### src/hw/rtl/assert_macros.svh
// Assertion helpers shared by the lexer modules.
// Each macro expects signals named clk and rst_n in the using module.
`ifndef ASSERT_MACROS_SVH
`define ASSERT_MACROS_SVH

// Same-cycle implication, checked outside reset.
`define ASSERT_IMPL(lbl, ante, cons) \
  lbl: assert property (@(posedge clk) disable iff (!rst_n) (ante) |-> (cons)) \
    else $error("implication check failed");

// Next-cycle implication, checked outside reset.
`define ASSERT_NEXT(lbl, ante, cons) \
  lbl: assert property (@(posedge clk) disable iff (!rst_n) (ante) |=> (cons)) \
    else $error("next-cycle check failed");

`endif

### src/hw/rtl/exl_pkg.sv
`default_nettype none
package exl_pkg;

  // Token kinds as they appear on the result channel.
  localparam logic [4:0] K_INT    = 5'd0;
  localparam logic [4:0] K_LE     = 5'd1;
  localparam logic [4:0] K_GE     = 5'd2;
  localparam logic [4:0] K_GT     = 5'd3;
  localparam logic [4:0] K_LT     = 5'd4;
  localparam logic [4:0] K_NE     = 5'd5;
  localparam logic [4:0] K_EQ     = 5'd6;
  localparam logic [4:0] K_NOT    = 5'd7;
  localparam logic [4:0] K_AND    = 5'd8;
  localparam logic [4:0] K_OR     = 5'd9;
  localparam logic [4:0] K_PLUS   = 5'd10;
  localparam logic [4:0] K_MINUS  = 5'd11;
  localparam logic [4:0] K_UMINUS = 5'd12;
  localparam logic [4:0] K_MUL    = 5'd13;
  localparam logic [4:0] K_DIV    = 5'd14;
  localparam logic [4:0] K_LPAREN = 5'd15;
  localparam logic [4:0] K_RPAREN = 5'd16;
  localparam logic [4:0] K_EOF    = 5'd17;
  localparam logic [4:0] K_ERROR  = 5'd18;

  // One result item.
  typedef struct packed {
    logic [4:0]  kind;
    logic [31:0] value;
    logic        ovf;
    logic        last;
  } tok_t;

  // Results produced by one input item: count and up to two slots.
  typedef struct packed {
    logic [1:0] n;
    tok_t       s0;
    tok_t       s1;
  } push_t;

  // Build a token with no value.
  function automatic tok_t mk_op(logic [4:0] kind, logic last);
    tok_t t;
    t.kind  = kind;
    t.value = 32'd0;
    t.ovf   = 1'b0;
    t.last  = last;
    return t;
  endfunction

endpackage
`default_nettype wire

### src/hw/rtl/exl_core.sv
`default_nettype none
module exl_core #(
  parameter int VALUE_WIDTH = 32
) (
  input  wire logic         clk,
  input  wire logic         rst_n,
  input  wire logic         step,
  input  wire logic [7:0]   ch,
  input  wire logic         eot,
  output exl_pkg::push_t    push
);

`include "assert_macros.svh"

  // Pending token codes.
  localparam logic [2:0] P_NONE = 3'd0;
  localparam logic [2:0] P_INT  = 3'd1;
  localparam logic [2:0] P_LT   = 3'd2;
  localparam logic [2:0] P_GT   = 3'd3;
  localparam logic [2:0] P_BANG = 3'd4;
  localparam logic [2:0] P_EQ   = 3'd5;
  localparam logic [2:0] P_AMP  = 3'd6;
  localparam logic [2:0] P_BAR  = 3'd7;

  // Characters of interest.
  localparam logic [7:0] CH_SPACE = 8'h20;
  localparam logic [7:0] CH_TAB   = 8'h09;
  localparam logic [7:0] CH_0     = 8'h30;
  localparam logic [7:0] CH_1     = 8'h31;
  localparam logic [7:0] CH_9     = 8'h39;
  localparam logic [7:0] CH_LT    = 8'h3C;
  localparam logic [7:0] CH_GT    = 8'h3E;
  localparam logic [7:0] CH_BANG  = 8'h21;
  localparam logic [7:0] CH_EQ    = 8'h3D;
  localparam logic [7:0] CH_AMP   = 8'h26;
  localparam logic [7:0] CH_BAR   = 8'h7C;
  localparam logic [7:0] CH_PLUS  = 8'h2B;
  localparam logic [7:0] CH_MINUS = 8'h2D;
  localparam logic [7:0] CH_STAR  = 8'h2A;
  localparam logic [7:0] CH_SLASH = 8'h2F;
  localparam logic [7:0] CH_LPAR  = 8'h28;
  localparam logic [7:0] CH_RPAR  = 8'h29;

  localparam int WW = VALUE_WIDTH + 4;
  localparam logic [VALUE_WIDTH-1:0] VMAX = {VALUE_WIDTH{1'b1}};

  logic [2:0]             pend_r, pend_nxt;
  logic [VALUE_WIDTH-1:0] acc_r, acc_nxt;
  logic                   ovf_r, ovf_nxt;
  logic                   unary_r, unary_nxt;
  logic                   halted_r, halted_nxt;

  logic [WW-1:0]          acc_ext;
  logic [WW-1:0]          acc_mac;
  logic                   is_digit;
  logic [VALUE_WIDTH-1:0] dig;
  exl_pkg::tok_t          slot [2];
  logic [1:0]             n;
  logic                   go;
  logic                   pair;
  logic [4:0]             pair_kind;
  exl_pkg::tok_t          itok;

  // State registers.
  always_ff @(posedge clk) begin
    if (!rst_n) begin
      pend_r   <= P_NONE;
      acc_r    <= '0;
      ovf_r    <= 1'b0;
      unary_r  <= 1'b1;
      halted_r <= 1'b0;
    end else begin
      pend_r   <= pend_nxt;
      acc_r    <= acc_nxt;
      ovf_r    <= ovf_nxt;
      unary_r  <= unary_nxt;
      halted_r <= halted_nxt;
    end
  end

  // Decimal accumulate: acc * 10 + digit, as shifts and adds.
  assign is_digit = (ch >= CH_0) && (ch <= CH_9);
  assign dig      = VALUE_WIDTH'(ch - CH_0);
  assign acc_ext  = WW'(acc_r);
  assign acc_mac  = (acc_ext << 3) + (acc_ext << 1) + WW'(dig);

  // Two-character operator match against the pending prefix.
  always_comb begin
    pair      = 1'b1;
    pair_kind = exl_pkg::K_LE;
    priority if (pend_r == P_LT && ch == CH_EQ)    pair_kind = exl_pkg::K_LE;
    else if (pend_r == P_GT && ch == CH_EQ)        pair_kind = exl_pkg::K_GE;
    else if (pend_r == P_BANG && ch == CH_EQ)      pair_kind = exl_pkg::K_NE;
    else if (pend_r == P_EQ && ch == CH_EQ)        pair_kind = exl_pkg::K_EQ;
    else if (pend_r == P_AMP && ch == CH_AMP)      pair_kind = exl_pkg::K_AND;
    else if (pend_r == P_BAR && ch == CH_BAR)      pair_kind = exl_pkg::K_OR;
    else                                           pair = 1'b0;
  end

  // The pending integer as a result item.
  always_comb begin
    itok       = exl_pkg::mk_op(exl_pkg::K_INT, 1'b0);
    itok.value = 32'(acc_r);
    itok.ovf   = ovf_r;
  end

  // One lexing step: next state and up to two result items.
  always_comb begin
    pend_nxt   = pend_r;
    acc_nxt    = acc_r;
    ovf_nxt    = ovf_r;
    unary_nxt  = unary_r;
    halted_nxt = halted_r;
    slot[0]    = '0;
    slot[1]    = '0;
    n          = 2'd0;
    go         = 1'b0;
    if (step) begin
      if (eot) begin
        // End of text: unless halted, flush, then EOF unless a lone operator is an error.
        if (!halted_r) begin
          go = 1'b1;
          if (pend_r == P_INT) begin
            slot[0] = itok;
            n       = 2'd1;
          end else if (pend_r == P_LT) begin
            slot[0] = exl_pkg::mk_op(exl_pkg::K_LT, 1'b0);
            n       = 2'd1;
          end else if (pend_r == P_GT) begin
            slot[0] = exl_pkg::mk_op(exl_pkg::K_GT, 1'b0);
            n       = 2'd1;
          end else if (pend_r == P_BANG) begin
            slot[0] = exl_pkg::mk_op(exl_pkg::K_NOT, 1'b0);
            n       = 2'd1;
          end else if (pend_r != P_NONE) begin
            slot[0] = exl_pkg::mk_op(exl_pkg::K_ERROR, 1'b1);
            n       = 2'd1;
            go      = 1'b0;
          end
          if (go) begin
            slot[n[0]] = exl_pkg::mk_op(exl_pkg::K_EOF, 1'b1);
            n          = n + 2'd1;
          end
        end
        pend_nxt   = P_NONE;
        acc_nxt    = '0;
        ovf_nxt    = 1'b0;
        unary_nxt  = 1'b1;
        halted_nxt = 1'b0;
      end else if (!halted_r) begin
        go = 1'b1;
        if (pend_r == P_INT) begin
          if (is_digit) begin
            // Extend the number, saturating on overflow.
            go = 1'b0;
            if (ovf_r || (acc_mac > WW'(VMAX))) begin
              acc_nxt = VMAX;
              ovf_nxt = 1'b1;
            end else begin
              acc_nxt = acc_mac[VALUE_WIDTH-1:0];
            end
          end else begin
            slot[0]   = itok;
            n         = 2'd1;
            unary_nxt = 1'b0;
            pend_nxt  = P_NONE;
            acc_nxt   = '0;
            ovf_nxt   = 1'b0;
          end
        end else if (pend_r != P_NONE) begin
          pend_nxt = P_NONE;
          if (pair) begin
            slot[0]   = exl_pkg::mk_op(pair_kind, 1'b0);
            n         = 2'd1;
            unary_nxt = 1'b1;
            go        = 1'b0;
          end else if (pend_r == P_LT) begin
            slot[0]   = exl_pkg::mk_op(exl_pkg::K_LT, 1'b0);
            n         = 2'd1;
            unary_nxt = 1'b1;
          end else if (pend_r == P_GT) begin
            slot[0]   = exl_pkg::mk_op(exl_pkg::K_GT, 1'b0);
            n         = 2'd1;
            unary_nxt = 1'b1;
          end else if (pend_r == P_BANG) begin
            slot[0]   = exl_pkg::mk_op(exl_pkg::K_NOT, 1'b0);
            n         = 2'd1;
            unary_nxt = 1'b1;
          end else begin
            // A lone '=', '&' or '|' is an error; the character is consumed.
            slot[0]    = exl_pkg::mk_op(exl_pkg::K_ERROR, 1'b1);
            n          = 2'd1;
            halted_nxt = 1'b1;
            go         = 1'b0;
          end
        end
        // Start of a fresh token.
        if (go) begin
          if (ch == CH_SPACE || ch == CH_TAB) begin
            // Whitespace is skipped.
          end else if (ch == CH_0) begin
            slot[n[0]] = exl_pkg::mk_op(exl_pkg::K_INT, 1'b0);
            n          = n + 2'd1;
            unary_nxt  = 1'b0;
          end else if (ch >= CH_1 && ch <= CH_9) begin
            pend_nxt = P_INT;
            acc_nxt  = dig;
            ovf_nxt  = 1'b0;
          end else begin
            unique case (ch)
              CH_LT:    pend_nxt = P_LT;
              CH_GT:    pend_nxt = P_GT;
              CH_BANG:  pend_nxt = P_BANG;
              CH_EQ:    pend_nxt = P_EQ;
              CH_AMP:   pend_nxt = P_AMP;
              CH_BAR:   pend_nxt = P_BAR;
              CH_PLUS: begin
                slot[n[0]] = exl_pkg::mk_op(exl_pkg::K_PLUS, 1'b0);
                n          = n + 2'd1;
                unary_nxt  = 1'b1;
              end
              CH_MINUS: begin
                slot[n[0]] = exl_pkg::mk_op(
                  unary_nxt ? exl_pkg::K_UMINUS : exl_pkg::K_MINUS, 1'b0);
                n          = n + 2'd1;
                unary_nxt  = 1'b1;
              end
              CH_STAR: begin
                slot[n[0]] = exl_pkg::mk_op(exl_pkg::K_MUL, 1'b0);
                n          = n + 2'd1;
                unary_nxt  = 1'b1;
              end
              CH_SLASH: begin
                slot[n[0]] = exl_pkg::mk_op(exl_pkg::K_DIV, 1'b0);
                n          = n + 2'd1;
                unary_nxt  = 1'b1;
              end
              CH_LPAR: begin
                slot[n[0]] = exl_pkg::mk_op(exl_pkg::K_LPAREN, 1'b0);
                n          = n + 2'd1;
                unary_nxt  = 1'b1;
              end
              CH_RPAR: begin
                slot[n[0]] = exl_pkg::mk_op(exl_pkg::K_RPAREN, 1'b0);
                n          = n + 2'd1;
                unary_nxt  = 1'b1;
              end
              default: begin
                // Unknown character: error, then ignore until end of text.
                slot[n[0]] = exl_pkg::mk_op(exl_pkg::K_ERROR, 1'b1);
                n          = n + 2'd1;
                halted_nxt = 1'b1;
              end
            endcase
          end
        end
      end
    end
  end

  assign push.n  = n;
  assign push.s0 = slot[0];
  assign push.s1 = slot[1];

  // While halted nothing can be pending.
  `ASSERT_IMPL(a_halt_idle, halted_r, pend_r == P_NONE)
  // Accumulator and overflow flag are live only inside a number.
  `ASSERT_IMPL(a_acc_clear, pend_r != P_INT, acc_r == '0 && !ovf_r)
  // Saturation is sticky while the number continues.
  `ASSERT_NEXT(a_ovf_sticky, ovf_r && pend_r == P_INT && step && !eot && is_digit,
               ovf_r && acc_r == VMAX)

endmodule
`default_nettype wire

### src/hw/rtl/exl_outq.sv
`default_nettype none
module exl_outq (
  input  wire logic           clk,
  input  wire logic           rst_n,
  input  wire exl_pkg::push_t push,
  output logic                room,
  output logic                out_valid,
  input  wire logic           out_ready,
  output exl_pkg::tok_t       out_tok
);

`include "assert_macros.svh"

  localparam int DEPTH = 4;

  exl_pkg::tok_t q_r [DEPTH];
  logic [1:0]    wr_r, wr_nxt;
  logic [1:0]    rd_r, rd_nxt;
  logic [2:0]    cnt_r, cnt_nxt;
  logic          pop;
  logic [1:0]    wr_p1;

  // Room for the worst case of two results from one item.
  assign room      = (cnt_r <= 3'd2);
  assign out_valid = (cnt_r != 3'd0);
  assign out_tok   = q_r[rd_r];
  assign pop       = out_valid && out_ready;
  assign wr_p1     = wr_r + 2'd1;

  // Pointer and fill-level update.
  always_comb begin
    wr_nxt  = wr_r + push.n;
    rd_nxt  = pop ? rd_r + 2'd1 : rd_r;
    cnt_nxt = cnt_r + 3'(push.n) - 3'(pop);
  end

  always_ff @(posedge clk) begin
    if (!rst_n) begin
      wr_r  <= '0;
      rd_r  <= '0;
      cnt_r <= '0;
    end else begin
      wr_r  <= wr_nxt;
      rd_r  <= rd_nxt;
      cnt_r <= cnt_nxt;
    end
  end

  // Result storage.
  always_ff @(posedge clk) begin
    if (push.n != 2'd0) begin
      q_r[wr_r] <= push.s0;
    end
    if (push.n == 2'd2) begin
      q_r[wr_p1] <= push.s1;
    end
  end

  // Fill level stays within the queue.
  `ASSERT_IMPL(a_cnt_max, 1'b1, cnt_r <= 3'(DEPTH))
  // Results are only pushed when two slots are free.
  `ASSERT_IMPL(a_push_room, push.n != 2'd0, room)
  // A stalled head item is not dropped.
  `ASSERT_NEXT(a_hold, out_valid && !out_ready, out_valid && rd_r == $past(rd_r))

endmodule
`default_nettype wire

### src/hw/rtl/expression_lexer.sv
// Channel  Ports                         Contents
// in       in_tvalid/tready/tdata/tlast  tdata[7:0] ch; tlast end_of_text
// out      out_tvalid/tready/tdata/tlast tdata[4:0] kind, [36:5] value,
//                                        [37] overflow; tlast last
//
// Each item is captured in the input register and, once the queue has
// room, lexed by combinational logic into a four-entry result queue that
// registers its results. One item is accepted per cycle while the queue
// holds at most two results; an item that yields two results takes two
// queue entries. Reset (synchronous, rst_n low) clears the lexer state and
// empties the queue.
`default_nettype none
module expression_lexer #(
  parameter int VALUE_WIDTH = 32
) (
  input  wire logic        clk,
  input  wire logic        rst_n,
  input  wire logic        in_tvalid,
  output logic             in_tready,
  input  wire logic [7:0]  in_tdata,   // [7:0] ch
  input  wire logic        in_tlast,   // end_of_text
  output logic             out_tvalid,
  input  wire logic        out_tready,
  output logic [39:0]      out_tdata,  // [4:0] token_kind, [36:5] int_value,
                                       // [37] overflow, [39:38] zero
  output logic             out_tlast   // last
);

  logic           vld_r;
  logic [7:0]     ch_r;
  logic           eot_r;
  logic           room;
  logic           step;
  exl_pkg::push_t push;
  exl_pkg::tok_t  tok;

  // Input register; it drains whenever the queue has room.
  assign step      = vld_r && room;
  assign in_tready = !vld_r || step;

  always_ff @(posedge clk) begin
    if (!rst_n) begin
      vld_r <= 1'b0;
    end else if (in_tready) begin
      vld_r <= in_tvalid;
    end
  end

  always_ff @(posedge clk) begin
    if (in_tvalid && in_tready) begin
      ch_r  <= in_tdata;
      eot_r <= in_tlast;
    end
  end

  exl_core #(
    .VALUE_WIDTH(VALUE_WIDTH)
  ) u_core (
    .clk  (clk),
    .rst_n(rst_n),
    .step (step),
    .ch   (ch_r),
    .eot  (eot_r),
    .push (push)
  );

  exl_outq u_outq (
    .clk      (clk),
    .rst_n    (rst_n),
    .push     (push),
    .room     (room),
    .out_valid(out_tvalid),
    .out_ready(out_tready),
    .out_tok  (tok)
  );

  // Pack the head result.
  assign out_tdata = {2'b00, tok.ovf, tok.value, tok.kind};
  assign out_tlast = tok.last;

endmodule
`default_nettype wire

### config.mk
export PLATFORM = sky130hd
export DESIGN_NAME = expression_lexer
export DESIGN_NICKNAME = d
export VERILOG_FILES = /design/src/hw/rtl/exl_pkg.sv /design/src/hw/rtl/exl_core.sv /design/src/hw/rtl/exl_outq.sv /design/src/hw/rtl/expression_lexer.sv
export VERILOG_INCLUDE_DIRS = /design/src /design/src/hw/rtl
export SDC_FILE = /design/constraint.sdc
export NUM_CORES = 1
export LEC_CHECK = 0
export ABC_AREA = 1
export BUFFER_PORTS_ARGS = -buffer_cell sky130_fd_sc_hd__buf_2
export CAP_MARGIN = 20
export CORE_ASPECT_RATIO = 0.6
export CORE_MARGIN = 2
export CORE_UTILIZATION = 45
export CTS_CLUSTER_SIZE = 10
export DETAILED_ROUTE_END_ITERATION = 8
export GPL_TIMING_DRIVEN = 0
export PLACE_DENSITY = 0.67
export REMOVE_ABC_BUFFERS = 1
export SYNTH_ARGS = -nofsm -noshare
export SYNTH_HDL_FRONTEND = slang
export SYNTH_SLANG_ARGS = --single-unit
### constraint.sdc
create_clock -name clk -period 5.1 [get_ports clk]
set_input_delay 0.255 -clock clk [delete_from_list [all_inputs] [get_ports clk]]
set_output_delay 0.255 -clock clk [all_outputs]
set_load 0.02 [all_outputs]
* Word level (Yosys, flattened, before mapping)
Memory sizes are Yosys's and may differ from the RTL's. A register that Yosys moved wholly into a read port is not among the register bits.
Cells that the tools add are included.
** Storage, ports and cells
- Bits in writable memories :: 156
- Memories :: 1
- Flip-flop bits (word level) :: 55
- Output and inout port bits :: 43
** Memory list
- u_outq.q_r :: words 4, width 39, read ports 1, clocked after Yosys merged registers in 1, write ports 2, line exl_outq.sv:16 : exl_pkg::tok_t q_r [DEPTH];
** Operators by class
- Multiplexer cells :: 151
- Bitwise gates (word level) :: 25
- $lt $le $gt $ge :: 9
- Equal/unequal tests :: 24
- Add/subtract/negate cells :: 10
- Reduce and logical (&&, ||, !) cells :: 24
** Operators with widths (count)
- 39-bit 2-to-1 mux :: 19
- 78-bit 2-to-1 mux :: 9
- 78-bit one-hot mux with 7 select lines :: 1
- 72-bit bitwise AND :: 4
- 32-bit 2-to-1 mux :: 9
- 72-bit inverter :: 4
- 8-bit by 6-bit == test with 1-bit output, second input constant :: 13
- 78-bit bitwise AND :: 1
- 78-bit bitwise mux :: 1
- 39-bit demux with 1-bit select :: 2
- 78-bit inverter :: 1
- 76-bit bitwise AND :: 1
- 76-bit inverter :: 1
- 74-bit bitwise AND :: 1
- 74-bit inverter :: 1
- 70-bit bitwise AND :: 1
- 1-bit 2-to-1 mux :: 70
- 70-bit inverter :: 1
- 2-bit 2-to-1 mux :: 22
- 35-bit by 33-bit adder with 36-bit output :: 1
- 36-bit by 32-bit adder with 36-bit output :: 1
- 36-bit by 32-bit > comparator with 1-bit output, second input constant :: 1
- 34-bit 2-to-1 mux :: 1
- 3-bit 2-to-1 mux :: 10
- other kinds (33) :: 67

* Longest topological paths before layout
- Depth in word-level cells :: 24
- Mapped depth :: 23

* By module
A second synthesis with hierarchy kept.
** Second synthesis, totals
- Cell total of the unflattened synthesis :: 2050
- Area total of the unflattened synthesis :: 15188.3 µm²
** By module, submodules not included
- exl_outq :: cells an instance 829, seq. area each 4864.7 µm², instances 1, area an instance 7962.6 µm²
- exl_core :: cells an instance 1200, seq. area each 760.7 µm², instances 1, area an instance 6877.8 µm²
- expression_lexer :: cells an instance 21, seq. area each 290.3 µm², instances 1, area an instance 347.8 µm²

* Worst setup path before layout
Ideal clock, no wire load.
- Path type :: reg-to-reg
- Start point :: register ch_r[4]
- End point :: register u_core.acc_r[10]
- Arrival time :: 4.630 ns
- Slack :: 0.338 ns
- Cell stages (with the launch flop) :: 23
- Period minus slack after synthesis :: 4.762 ns
- Library setup time :: 0.132 ns
- Buffers on the path :: 2
- Path through :: edfxtp_1 ha_1 buf_2 nor2_1 fa_1 ha_1 nand2_1 inv_1 a21oi_1 nand2_1 nand2_1 nand2_1 nand2_1 nand2_1 nand2_1 nand2_1 nor2_1 buf_2 nand4_1 nand2_1 nand2_1 nand2_1 a21oi_1
** Between the ends
- Word-level cells in the longest chain between the ends :: 17
- Elaborated cells between the ends (all ways) :: 44
- Classes of those cells :: add/sub: 2; order compare: 4; eq/ne: 6; mux: 22; reduce/logical: 10
** RTL lines
- start, declared :: line expression_lexer.sv:30 : logic [7:0] ch_r;
- start signal, assigned :: line expression_lexer.sv:51 : ch_r <= in_tdata;
- branches (longest 14 deep; another with 36-bit by 32-bit adder with 36-bit output)
- 32-bit 2-to-1 mux (*) :: line exl_core.sv:198 : if (go) begin
- 32-bit 2-to-1 mux (*) :: line exl_core.sv:150 : end else if (!halted_r) begin
- 32-bit 2-to-1 mux (*) :: line exl_core.sv:119 : if (eot) begin
- end signal, assigned :: line exl_core.sv:74 : acc_r <= acc_nxt;
- end, declared :: line exl_core.sv:48 : logic [VALUE_WIDTH-1:0] acc_r, acc_nxt;
Every way passes the cells marked *. The select of a mux whose other input is x is not followed.
A chain may end at the register's enable or synchronous reset.

* Final worst setup path
- Start point :: register ch_r[4]
- End point :: register u_core.acc_r[27]
The elaborated chain is that of the path after synthesis.

==> results.txt <==
* Post-synthesis cell area: 0.0147 mm^2
- During I/O placement, the number of pins put on the boundary was 56.
- TritonCTS built the clock tree.
- Vertical die dimension: around 140 um
* Maximum clock path buffer count: 3
* Core area: 0.0322 mm^2
- Count of antenna-violating nets left after detailed routing: 0
* Number of synthesized flops with an enable pin: roughly 170
* Syn-to-layout area delta: 11.7%
- The die is 237 um wide.
* Leakage Power: 8.02 nW
* DRC violations left: 0
* Number of I/O port buffers: 53
* Fill count: roughly 3100
- The first routing iteration left 1238 violations.
- Start point of the critical path: ch_r[4]
- Maximum fanout count along the critical path: 33
- The number of endpoints with negative hold slack in the final report was 0.
- The initial antenna violation count is 1.
* Final wirelength: 41.1 mm
- Type of the tightest min-delay check: primary input to register
* Result of the run: completed
- Setup Total Neg Slack: 0 ns
- Effective utilization at floorplan: 0.455
- Entering global routing, the biggest net connects 58 pins.
- Cell Area, Placed: approximately 0.015 mm^2
- The clock arrives with approximately 0.021 ns of skew.
- Mean number of vias per cell: 5.41
* Post-route design area: between 0.015 and 0.02 mm^2
- The floorplan has 51 rows.
- During synthesis, Yosys emitted a total of 0 warnings.
- Total number of vias: approximately 13000
* Register area share after synthesis: 0.404
- Summed over all nets, the half-perimeter wirelength after detailed placement is 28.9 mm.
- Unrepaired setup endpoints after global routing: false
* Sequential cell area: 0.00592 mm^2
- At the worst endpoint, the arrival time is between 5 and 6 ns.
* Slew at the pin closest to its max-slew limit: about 1.1 ns
* H-tree lvl count: 1
* Clock-pin slew of the registers on the worst-case setup and hold paths: roughly 0.06 ns
- The number of global-route vias before repair is ~12000.
- Number of max-slew violations in the final report: 0
- Critical hold path startpoint: out_tready
- VDD sags by at most 230 uV.
* Cts bufs inserted: 25
- Count of cell types in the netlist: 51
* #FFs+latches synth: about 210
- Final weighted congestion of routability-driven global placement: around 0.94
- Ratio of final minimum period to clock period: 0.924
- Global-route congestion overflow total: 0
- For the worst setup path, the data required time is approximately 5.5 ns.
* Synth top area cells: sky130_fd_sc_hd__edfxtp_1, sky130_fd_sc_hd__nand2_1, sky130_fd_sc_hd__inv_1
* Post-synthesis cell type with the largest combined area: sky130_fd_sc_hd__edfxtp_1
- Total global-route track usage: 0.239
* Clock period minus worst slack: 4.71 ns
- Summing all multi-input logic gate instances after layout gives a little over 0.007 mm^2.
* Reg-to-reg critical path startpoint: ch_r[4]
- The most used flip-flop cell after synthesis is sky130_fd_sc_hd__edfxtp_1.
* Latest clock arrival within the worst-skew pair: 0.53 ns
* Final-report setup violation count: 0
- For this run, the detailed router's first-pass iteration total came to 6.
- First-pass GRT wire length: around 65 mm
* Highest achievable clock rate: approximately 210 MHz
- The critical path is of the register to register type.
- Max-Slew Margin vs Limit: 0.280
* Critical Path End Type: register
- The net count of the finished layout is between 2000 and 2500.
* Cell area power density: about 320 mW/mm^2
* Tightest hold margin: between 0.1 and 0.15 ns
* Portion of synthesized cell area occupied by the leading cell type: 0.338
- Synth Instances: slightly below 2000
- Post-synthesis async set-or-reset flop share: 0
* Layout cells sized above 1: 0.0829
- Clock root buffer master: sky130_fd_sc_hd__clkbuf_16
- Post-DR wirelength/cell: between 15 and 20 um
* Die Outline Area: about 0.034 mm^2
- Startpoint type of the worst setup path: register
- Timing analysis after detailed placement gives a worst setup slack of 0.0320 ns.
- The tool flagged a number of max-cap violations equal to 0.
- Least setup slack across all paths after layout: 0.386 ns
* Per-instance average area after synthesis: roughly 7.6 um^2
- Counting every sink on the clock net gives about 210.
## sequential cells by signal, summed over array words and instances, names as in the netlist, named ones only
signal	flops
u_outq.q_r	156
u_core.acc_r	32
ch_r	8
u_core.pend_r	3
u_outq.cnt_r	3
u_outq.rd_r	2
u_outq.wr_r	2
eot_r	1
u_core.halted_r	1
u_core.ovf_r	1
u_core.unary_r	1
vld_r	1
## final cells by class
type | count | area share
diodes | 1 | 0.000153
clock buffers | 44 | 0.0432
clock inverters | 1 | 0.000306
inverters | 298 | 0.0689
multi-input cells | 1333 | 0.442
flip-flops and latches | 213 | 0.362
well taps | 424 | 0.0324
repair buffers | 90 | 0.0517
## logic make-up after synthesis
logic type / after synthesis / synth area share
buffers and inverters: 387 / 0.107
AOI/OAI and AO/OA: 346 / 0.141
and+or+nand+nor: 888 / 0.256
xor gates and xnor gates: 20 / 0.0120
DFF: 213 / 0.404
adders and majority gates: 76 / 0.0808
other: 1 / 0.000256
## Yosys cell counts, types with 2 or more instances
cell                        instances
sky130_fd_sc_hd__nand3_2            2
sky130_fd_sc_hd__xnor2_1           14
sky130_fd_sc_hd__ha_1              45
sky130_fd_sc_hd__a21boi_0           2
sky130_fd_sc_hd__a21o_1             4
sky130_fd_sc_hd__o22ai_1           41
sky130_fd_sc_hd__buf_6              5
sky130_fd_sc_hd__o21a_1             2
sky130_fd_sc_hd__nand4_1           39
sky130_fd_sc_hd__nor2_1           170
sky130_fd_sc_hd__buf_4             14
sky130_fd_sc_hd__inv_4              2
sky130_fd_sc_hd__a21oi_1          119
sky130_fd_sc_hd__nand3_4            5
sky130_fd_sc_hd__o311ai_0           2
sky130_fd_sc_hd__nand2_1          564
sky130_fd_sc_hd__o21ai_0          116
sky130_fd_sc_hd__nor2_4             4
sky130_fd_sc_hd__clkinv_1           2
sky130_fd_sc_hd__nand3_1           64
sky130_fd_sc_hd__o2111a_1          25
sky130_fd_sc_hd__o21bai_1           2
sky130_fd_sc_hd__nor3_1             9
sky130_fd_sc_hd__xor2_1             6
sky130_fd_sc_hd__o21ai_1           11
sky130_fd_sc_hd__inv_2             11
sky130_fd_sc_hd__buf_2             15
sky130_fd_sc_hd__buf_1              7
sky130_fd_sc_hd__inv_1            283
sky130_fd_sc_hd__dfxtp_1           48
sky130_fd_sc_hd__nand3b_1          11
sky130_fd_sc_hd__nor2_2             7
sky130_fd_sc_hd__clkbuf_1          48
sky130_fd_sc_hd__edfxtp_1         165
sky130_fd_sc_hd__nand2_2            8
sky130_fd_sc_hd__o21ai_2            3
sky130_fd_sc_hd__fa_1              31
sky130_fd_sc_hd__a2111oi_0          7
sky130_fd_sc_hd__o211ai_1           4
sky130_fd_sc_hd__a31oi_1            3
## routing by layer
metal  vias up  wire, um  track usage
li1       6399         -            -
met2       470     17100        0.359
met4         0       477       0.0376
met1      6091     20200        0.366
met3        35      3320       0.0365
met5         -         0            0
## worst paths after layout
| path | endpoint | slack (ns) | depth (start not counted) |
|---|---|---|---|
| worst min register to register | register | 0.46 | 2 |
| worst max register to register | u_core.acc_r[27] | 0.39 | 17 |
| worst max-delay path | u_core.acc_r[27] | 0.39 | 17 |
| worst min-delay path | register | 0.10 | 4 |
## stage by stage
step | instances | util | power [W]
after floorplan | 1843 | - | 0.00313
after global placement | 2320 | 0.466 | 0.00361
after detailed placement | 2339 | 0.478 | 0.00370
after CTS | 2395 | 0.503 | 0.00531
after global routing | 2403 | 0.508 | 0.00558
final | 2404 | 0.508 | 0.00530
## report_power, final
part | internal [W] | leakage, nW | total (W) | switching, W
clock network | 0.000928 | 0.340 | 0.00161 | 0.000680
logic | 0.000511 | 5.71 | 0.00157 | 0.00106
registers | 0.00201 | 1.97 | 0.00212 | 0.000112
total | 0.00345 | 8.02 | 0.00530 | 0.00185
## layout by cell type (no fill, tap or decap), types with 18 or more instances in the layout
cell	netlist	routed
sky130_fd_sc_hd__a21oi_1	119	119
sky130_fd_sc_hd__buf_2	15	55
sky130_fd_sc_hd__clkbuf_1	48	18
sky130_fd_sc_hd__clkbuf_16	0	25
sky130_fd_sc_hd__dfxtp_1	48	46
sky130_fd_sc_hd__edfxtp_1	165	165
sky130_fd_sc_hd__fa_1	31	31
sky130_fd_sc_hd__ha_1	45	45
sky130_fd_sc_hd__inv_1	283	281
sky130_fd_sc_hd__nand2_1	564	560
sky130_fd_sc_hd__nand3_1	64	64
sky130_fd_sc_hd__nand4_1	39	39
sky130_fd_sc_hd__nor2_1	170	167
sky130_fd_sc_hd__o2111a_1	25	25
sky130_fd_sc_hd__o21ai_0	116	116
sky130_fd_sc_hd__o22ai_1	41	41
## what timing repair did
action                     4_1_cts  5_1_grt
cloned                           0        1
resized for setup                1        3
hold endpoints to repair        12        0
setup endpoints to repair        1       33
pin swaps                        0        1
setup buffers                    0        3
hold buffers                    11        0
## critical path, stage by stage, from the launching register on
cell and delay, ns:
sky130_fd_sc_hd__edfxtp_1 0.49, sky130_fd_sc_hd__ha_1 0.48, sky130_fd_sc_hd__nor2_4 0.51, sky130_fd_sc_hd__fa_1 0.53, sky130_fd_sc_hd__ha_1 0.37, sky130_fd_sc_hd__a21oi_1 0.27
sky130_fd_sc_hd__o21ai_0 0.16, sky130_fd_sc_hd__inv_1 0.08, sky130_fd_sc_hd__nand2_1 0.08, sky130_fd_sc_hd__a21oi_1 0.18, sky130_fd_sc_hd__nand3_1 0.09, sky130_fd_sc_hd__nand2_1 0.11
sky130_fd_sc_hd__clkinvlp_4 0.55, sky130_fd_sc_hd__nand4_1 0.29, sky130_fd_sc_hd__nand2_1 0.14, sky130_fd_sc_hd__nand2_1 0.09, sky130_fd_sc_hd__nand2_1 0.05, sky130_fd_sc_hd__a21oi_1 0.15
Note: power is estimated with default switching activity, not from simulation.
